File: src/sv/hsv_pkg.sv
// Shared types, constants and sector routing for the HSV to RGB converter.
package hsv_pkg;

  localparam int unsigned CW      = 16;
  localparam int unsigned LATENCY = 4;
  localparam int unsigned SECTORS = 6;

  typedef logic [CW-1:0] color_t;
  typedef logic [CW:0]   frac1_t;
  typedef logic [2:0]    sector_t;

  localparam frac1_t  ONE = frac1_t'(1) << CW;

  localparam sector_t SEC_RY = 3'd0;
  localparam sector_t SEC_YG = 3'd1;
  localparam sector_t SEC_GC = 3'd2;
  localparam sector_t SEC_CB = 3'd3;
  localparam sector_t SEC_BM = 3'd4;
  localparam sector_t SEC_MR = 3'd5;

  typedef struct packed {
    color_t hue;
    color_t saturation;
    color_t brightness;
  } hsv_req_t;

  typedef struct packed {
    color_t red;
    color_t green;
    color_t blue;
  } rgb_res_t;

  function automatic rgb_res_t route(sector_t sec, color_t v, color_t p, color_t q, color_t t);
    rgb_res_t r;
    unique case (sec)
      SEC_RY:  r = '{red: v, green: t, blue: p};
      SEC_YG:  r = '{red: q, green: v, blue: p};
      SEC_GC:  r = '{red: p, green: v, blue: t};
      SEC_CB:  r = '{red: p, green: q, blue: v};
      SEC_BM:  r = '{red: t, green: p, blue: v};
      default: r = '{red: v, green: p, blue: q};
    endcase
    return r;
  endfunction

endpackage

File: src/sv/hsv_qmul.sv
// Registered Q0.W multiply, a * b >> W truncated, b may equal one.
module hsv_qmul (
  input  logic           clk_i,
  input  hsv_pkg::color_t a_i,
  input  hsv_pkg::frac1_t b_i,
  output hsv_pkg::color_t p_o
);
  import hsv_pkg::*;

  logic [2*CW-1:0] prod;
  color_t          p_q;

  assign prod = (2*CW)'(a_i) * (2*CW)'(b_i);

  always_ff @(posedge clk_i) begin
    p_q <= prod[2*CW-1:CW];
  end

  assign p_o = p_q;

endmodule

File: src/sv/hsv_to_rgb_converter.sv
// Top level of the pipelined HSV to RGB converter.
// Takes one request per clock whenever start_i is high; busy_o stays low since
// nothing downstream can stall. Each result appears on res_o with done_o high for
// exactly one cycle, after its request has passed the register stages: hue times six, then the
// three products s*f, s*(1-f) and v*(1-s), then v*(1-sf) and v*(1-s(1-f)), then
// sector routing. Zero saturation yields grey through the same path.
module hsv_to_rgb_converter (
  input  logic              clk_i,
  input  logic              rst_ni,
  input  logic              start_i,
  output logic              busy_o,
  input  hsv_pkg::hsv_req_t req_i,
  output logic              done_o,
  output hsv_pkg::rgb_res_t res_o
);
  import hsv_pkg::*;

  logic [LATENCY-1:0] vld_q, vld_d;

  // stage 1: sector and fraction
  logic [CW+2:0] h6;
  sector_t sec1_q, sec2_q, sec3_q;
  color_t  frac1_q, sat1_q, val1_q, val2_q, val3_q;
  // stage 2/3 products
  color_t  sf2, s1f2, p2, q3, t3, p3_q;
  rgb_res_t res_q;

  assign h6 = (CW+3)'(req_i.hue) * (CW+3)'(SECTORS);

  assign vld_d = {vld_q[LATENCY-2:0], start_i};

  always_ff @(posedge clk_i or negedge rst_ni) begin
    if (!rst_ni) begin
      vld_q <= '0;
    end else begin
      vld_q <= vld_d;
    end
  end

  always_ff @(posedge clk_i) begin
    sec1_q  <= h6[CW+2:CW];
    frac1_q <= h6[CW-1:0];
    sat1_q  <= req_i.saturation;
    val1_q  <= req_i.brightness;
    sec2_q  <= sec1_q;
    val2_q  <= val1_q;
    sec3_q  <= sec2_q;
    val3_q  <= val2_q;
    p3_q    <= p2;
    res_q   <= route(sec3_q, val3_q, p3_q, q3, t3);
  end

  hsv_qmul u_sf (
    .clk_i (clk_i),
    .a_i   (sat1_q),
    .b_i   ({1'b0, frac1_q}),
    .p_o   (sf2)
  );

  hsv_qmul u_s1f (
    .clk_i (clk_i),
    .a_i   (sat1_q),
    .b_i   (ONE - {1'b0, frac1_q}),
    .p_o   (s1f2)
  );

  hsv_qmul u_p (
    .clk_i (clk_i),
    .a_i   (val1_q),
    .b_i   (ONE - {1'b0, sat1_q}),
    .p_o   (p2)
  );

  hsv_qmul u_q (
    .clk_i (clk_i),
    .a_i   (val2_q),
    .b_i   (ONE - {1'b0, sf2}),
    .p_o   (q3)
  );

  hsv_qmul u_t (
    .clk_i (clk_i),
    .a_i   (val2_q),
    .b_i   (ONE - {1'b0, s1f2}),
    .p_o   (t3)
  );

  assign busy_o = 1'b0;
  assign done_o = vld_q[LATENCY-1];
  assign res_o  = res_q;

endmodule

File: config.mk
export PLATFORM = sky130hd
export DESIGN_NAME = hsv_to_rgb_converter
export DESIGN_NICKNAME = d
export VERILOG_FILES = /design/src/sv/hsv_pkg.sv /design/src/sv/hsv_qmul.sv /design/src/sv/hsv_to_rgb_converter.sv
export SDC_FILE = /design/constraint.sdc
export NUM_CORES = 2
export LEC_CHECK = 0
export ABC_AREA = 1
export BUFFER_PORTS_ARGS = -buffer_cell sky130_fd_sc_hd__buf_4
export CORE_AREA = 10 10 384 348
export CTS_CLUSTER_SIZE = 40
export DETAILED_ROUTE_END_ITERATION = 8
export DIE_AREA = 0 0 394 358
export PLACE_DENSITY = 0.58
export SLEW_MARGIN = 20
export SYNTH_ARGS = -nofsm -noshare
export SYNTH_HDL_FRONTEND = slang
export SYNTH_HIERARCHICAL = 1
export SYNTH_SLANG_ARGS = --single-unit
File: constraint.sdc
create_clock -name clk_i -period 6.9 [get_ports clk_i]
set_clock_uncertainty 0.1 [all_clocks]
set_input_delay 0.345 -clock clk_i [delete_from_list [all_inputs] [get_ports clk_i]]
set_output_delay 0.345 -clock clk_i [all_outputs]
set_load 0.02 [all_outputs]
Word-level counts from Yosys, hierarchy flattened. Index checks and enable logic that the tools add are counted. Widths: inputs -> output; s select.

Add/subtract/negate cells: 4. $mul: 6. Divide/modulo/power cells: 0. Order comparisons: 0. Equal/unequal tests: 4. Shift operators: 0. Mux-type cells: 1. Bitwise operators: 0. Reductions and logical operators: 1.

Operators by type and width (count): $pmux 48 s5 (1); $mul 16x17->32 (4); $sub 17x16->17 const A (4); $mul 16x15->31 (1); $mul 16x2->18 const B (1); $eq 3x2->1 const B (2); $eq 3x1->1 const B (1); $eq 3x3->1 const B (1); $logic_not 3->1 (1).

Flip-flop bits (word level): 236. Bits in latches: 0. Memory bits (writable): 0. Memory bits (read-only): 0. Bits of input ports: 51. Output and inout bits: 50. Logic and storage cells: 34. Memories kept: 0.

Depth between registers and ports, before layout.
Depth in word-level cells: 2. Mapped depth: 33. Mapped depth without buffers: 32.

By module. The synthesis kept the hierarchy.

By module, submodules not included: hsv_qmul (u_s1f ...) (times used 2, cells each 1378, area an instance 9839.4 um^2, seq. area each 320.3 um^2); hsv_qmul (u_p) (times used 1, cells each 1393, area an instance 9885.7 um^2, seq. area each 320.3 um^2); hsv_qmul (u_q) (times used 1, cells each 1391, area an instance 9885.7 um^2, seq. area each 320.3 um^2); hsv_qmul (u_t) (times used 1, cells each 1385, area an instance 9850.7 um^2, seq. area each 320.3 um^2); hsv_to_rgb_converter (times used 1, cells each 894, area an instance 6784.0 um^2, seq. area each 3143.0 um^2).

Worst setup path after synthesis. No wires, ideal clock.

Path type: register to register. From: reg frac1_q[1]. To: reg u_s1f.p_q[12], in the netlist u_s1f/p_o[12]. Library setup time: 112 ps. Arrival: 6101 ps. Data required time: 6688 ps. Path slack: 587 ps. Stages on the path, launching flop included: 28. Buffers on the path: 2. Clock period less this slack: 6313 ps. Path through: dfxtp_1 inv_1 ha_1 nand2_1 nor3_1 nand3_1 xor2_1 clkbuf_1 clkbuf_1 nand2_1 fa_1 fa_1 inv_1 fa_1 fa_1 fa_1 inv_1 fa_1 inv_1 ha_1 nand2_1 inv_1 a21boi_0 nand2_1 a21oi_1 nand2_1 nand2_1 nand2_1.

Word-level cells in the longest chain between the ends: 2.

Ends and longest elaborated chain: from (decl) (line hsv_to_rgb_converter.sv:23) `color_t frac1_q, sat1_q, val1_q, val2_q, val3_q;`; from (signal assigned) (line hsv_to_rgb_converter.sv:42) `frac1_q <= h6[CW-1:0];`; $sub 17x16->17 (line hsv_to_rgb_converter.sv:63) `.b_i (ONE - {1'b0, frac1_q}),`; $mul 16x17->32 (line hsv_qmul.sv:13) `assign prod = (2*CW)'(a_i) * (2*CW)'(b_i);`; net u_s1f.prod[28] (line hsv_qmul.sv:10) `logic [2*CW-1:0] prod;`; to (signal assigned) (line hsv_qmul.sv:16) `p_q <= prod[2*CW-1:CW];`; to (decl) (line hsv_qmul.sv:11) `color_t p_q;`.

The timed path passes the listed nets, and every way through them passes these cells.

Final worst setup path.
From: reg u_sf.p_q[0], in the netlist u_sf/p_o[0]. To: reg u_q.p_q[11], in the netlist u_q/p_o[11].

Word-level cells in the longest chain between the ends: 2.

Ends and longest elaborated chain: from (decl) (line hsv_qmul.sv:11); from (signal assigned) (line hsv_qmul.sv:16); $sub 17x16->17 (line hsv_to_rgb_converter.sv:77) `.b_i (ONE - {1'b0, sf2}),`; $mul 16x17->32 (line hsv_qmul.sv:13); net u_q.prod[27] (line hsv_qmul.sv:10); to (signal assigned) (line hsv_qmul.sv:16); to (decl) (line hsv_qmul.sv:11).

The timed path passes the listed nets, and every way through them passes these cells.

==> qor.yml <==
synth:
  synthTopCellsByCount: "nand2_1 (2387), inv_1 (2268), fa_1 (1031), ha_1 (511), clkbuf_1 (311)"
  synth-seq-cells: 236
  yosysTopAreaCell: "fa_1"
  syn_avg_cell_area_um2: 7.17
  synth_cells: 7819
  synthDominantCellAreaShare: 0.368
  synth_cell_types: 44
  yosysMostFrequentCell: "nand2_1"
  ys_seq_area_frac: 0.0846
  synth_edf_count: 0
  syn_area_um2: 56100
  async_flop_share: 0.0169
  yosys_warnings: 6
  synth-main-ff-cell: "dfxtp_1"
  synthTopCellsByArea: "fa_1 (37%), nand2_1 (16%), inv_1 (15%)"
critical_path:
  critical_path_arrival_ns: 6.98
  cpMostUsedCell: "nand2_1"
  ff2ff_path_depth: 30
  crit_path_end_kind: "flip-flop"
  cp_slowest_stage_delay_ns: 0.57
  slowest_stage: "fa_1"
  cp-start-kind: "flip-flop"
  crit_fanout: 16
  critical_path_class: "reg -> reg"
  worstPathRequired_ns: 7.30
sta:
  hold_violations: 0
  setup_slack_ns: 0.322
  max_freq_ghz: 0.152
  setup_violations: 0
  slew_headroom: 0.297
  min_period_over_period: 0.953
  finalMaxSlewViolations: 0
  fin_crit_ns: 6.58
  tightest_slew_ns: 1.05
die:
  core_area_um2: 125000
  row_count: 123
  initial_utilization: 0.449
  num_io_pins: 101
  fp.dieH_um: 358
  die_x_um: 394
  dieArea_um2: 141000
placed_design:
  place.gp.congestion: 0.921
  place_hpwl_mm: 135
  numPortBuffers: 99
  dp_worst_setup_slack_ns: 0.322
  placed_cell_area_um2: 59100
outcome:
  status: "completed"
route:
  drtIter0Drc: 3295
  highest_layer: "met4"
  viasPerCell: 4.86
  wl_met2_mm: 75.9
  post_drt_wl_per_cell_um: 17.3
  ant_nets: 0
  wl_met1_mm: 74.6
  met3_length_mm: 11.5
  drt_wl_total_mm: 165
  vias: 46500
  drc: 0
  drt_first_pass_iters: 5
clocking:
  cts.clk_slew.worst_paths_ns: 0.07
  cts_tree: "done"
  cts_sinks: 236
  clk_path_buf_depth: 3
  numCtsBuffers: 30
  cts_setup_buffers: 0
  htree_num_levels: 1
  cts_root_buf: "clkbuf_16"
  clk_latency_ns: 0.64
grt:
  grtUsageTotal: 0.237
  grt_pass1_vias: 48600
  grt_pass1_wl_mm: 268
  grt_max_degree: 48
  antenna_found_initial: 14
  grt-ovfl-total: 0
layout:
  nets: 9433
  drive_gt1_frac: 0.0476
  fin_area_um2: 60600
  largest_reg_flops: 48
  syn2layout_area_growth_pct: 8.03
hold_path:
  hold_path_class: "in -> reg"
  holdPathStages: 3
job:
  cap_violations: 0
## cells by family (layout without fill, tap and decap cells)
group,Yosys count,count (layout),share of synthesized area
DFF,236,236,0.0846
and+or+nand+nor,3007,3007,0.212
xor gates and xnor gates,75,75,0.0117
buffers and inverters,2614,2646,0.176
other,1,18,0.0000669
AOI/OAI and AO/OA,344,344,0.0341
adders and majority gates,1542,1542,0.482
## routing by layer
metal,vias up,global-route usage
met5,-,0
met4,0,0.0472
met3,186,0.0377
met2,1416,0.397
met1,22600,0.325
li1,22300,-
## cell type report
| type | count | area, µm² |
|---|---|---|
| Multi-Input combinational cell | 4982 | 41600 |
| Clock inverter | 17 | 224 |
| Timing Repair Buffer | 315 | 2570 |
| Fill cell | 12700 | 64400 |
| Inverter | 2275 | 8540 |
| Clock buffer | 39 | 825 |
| Sequential cell | 236 | 4750 |
| Antenna cell | 4 | 10.0 |
| Tap cell | 1687 | 2110 |
## metrics by stage
| step | utilization | std cells | setup TNS [ns] | hold WS, ns |
|---|---|---|---|---|
| floorplan | - | 7832 | 0 | -0.0506 |
| global route | 0.485 | 9554 | -0.0227 | 0.0440 |
| CTS | 0.485 | 9551 | 0 | 0.00482 |
| global placement | 0.473 | 9453 | 0 | 0.0410 |
| finish | 0.485 | 9555 | 0 | 0.0433 |
| detailed placement | 0.473 | 9453 | 0 | 0.0438 |
## critical path, delay by kind of cell, from the launching register on
| kind | cells | cell delay [ns] |
|---|---|---|
| AO/OA/AOI/OAI | 1 | 0.18 |
| XOR/XNOR | 1 | 0.17 |
| adder cells (fa/ha/maj) | 8 | 3.74 |
| buffers and inverters | 9 | 0.67 |
| flip-flops | 1 | 0.31 |
| AND/OR/NAND/NOR | 11 | 1.27 |
## cells in the final DEF (no fill, tap or decap), types with 12 or more instances in the layout
cell type,netlist,routed
nand3_1,192,192
a21oi_1,168,167
o2111ai_1,12,12
o21ai_0,95,94
xnor2_1,21,21
conb_1,1,14
buf_4,6,265
nand2_1,2387,2386
fa_1,1031,1031
inv_1,2268,2268
xor2_1,54,54
o21bai_1,20,20
clkbuf_16,0,30
nor2_1,282,280
nand4_1,43,43
dlygate4sd3_1,0,42
ha_1,511,511
nor3_1,46,44
a22oi_1,14,14
dfxtp_1,232,229
nand2_2,11,12
## final timing paths
kind / slack [ns] / startpoint / end
max: 0.32 / u_sf/p_o[0]$_DFF_P_ / u_q/p_o[11]$_DFF_P_
min: 0.04 / req_i[41] / frac1_q[10]$_DFF_P_
max reg2reg: 0.32 / u_sf/p_o[0]$_DFF_P_ / u_q/p_o[11]$_DFF_P_
min reg2reg: 0.20 / u_p/p_o[4]$_DFF_P_ / p3_q[4]$_DFF_P_
max in group asynchronous: 6.02 / rst_ni / vld_q[3]$_DFF_PN0_
min in group asynchronous: 0.52 / rst_ni / vld_q[2]$_DFF_PN0_
## timing repair
action | CTS | global route
hold buffers | 42 | 0
resized for setup | 0 | 7
endpoints found under the hold margin | 44 | 0
endpoints found under the setup margin | 0 | 13
Power is not shown: default switching activity piles up to over one toggle a cycle in this logic, so the estimate is an artifact.
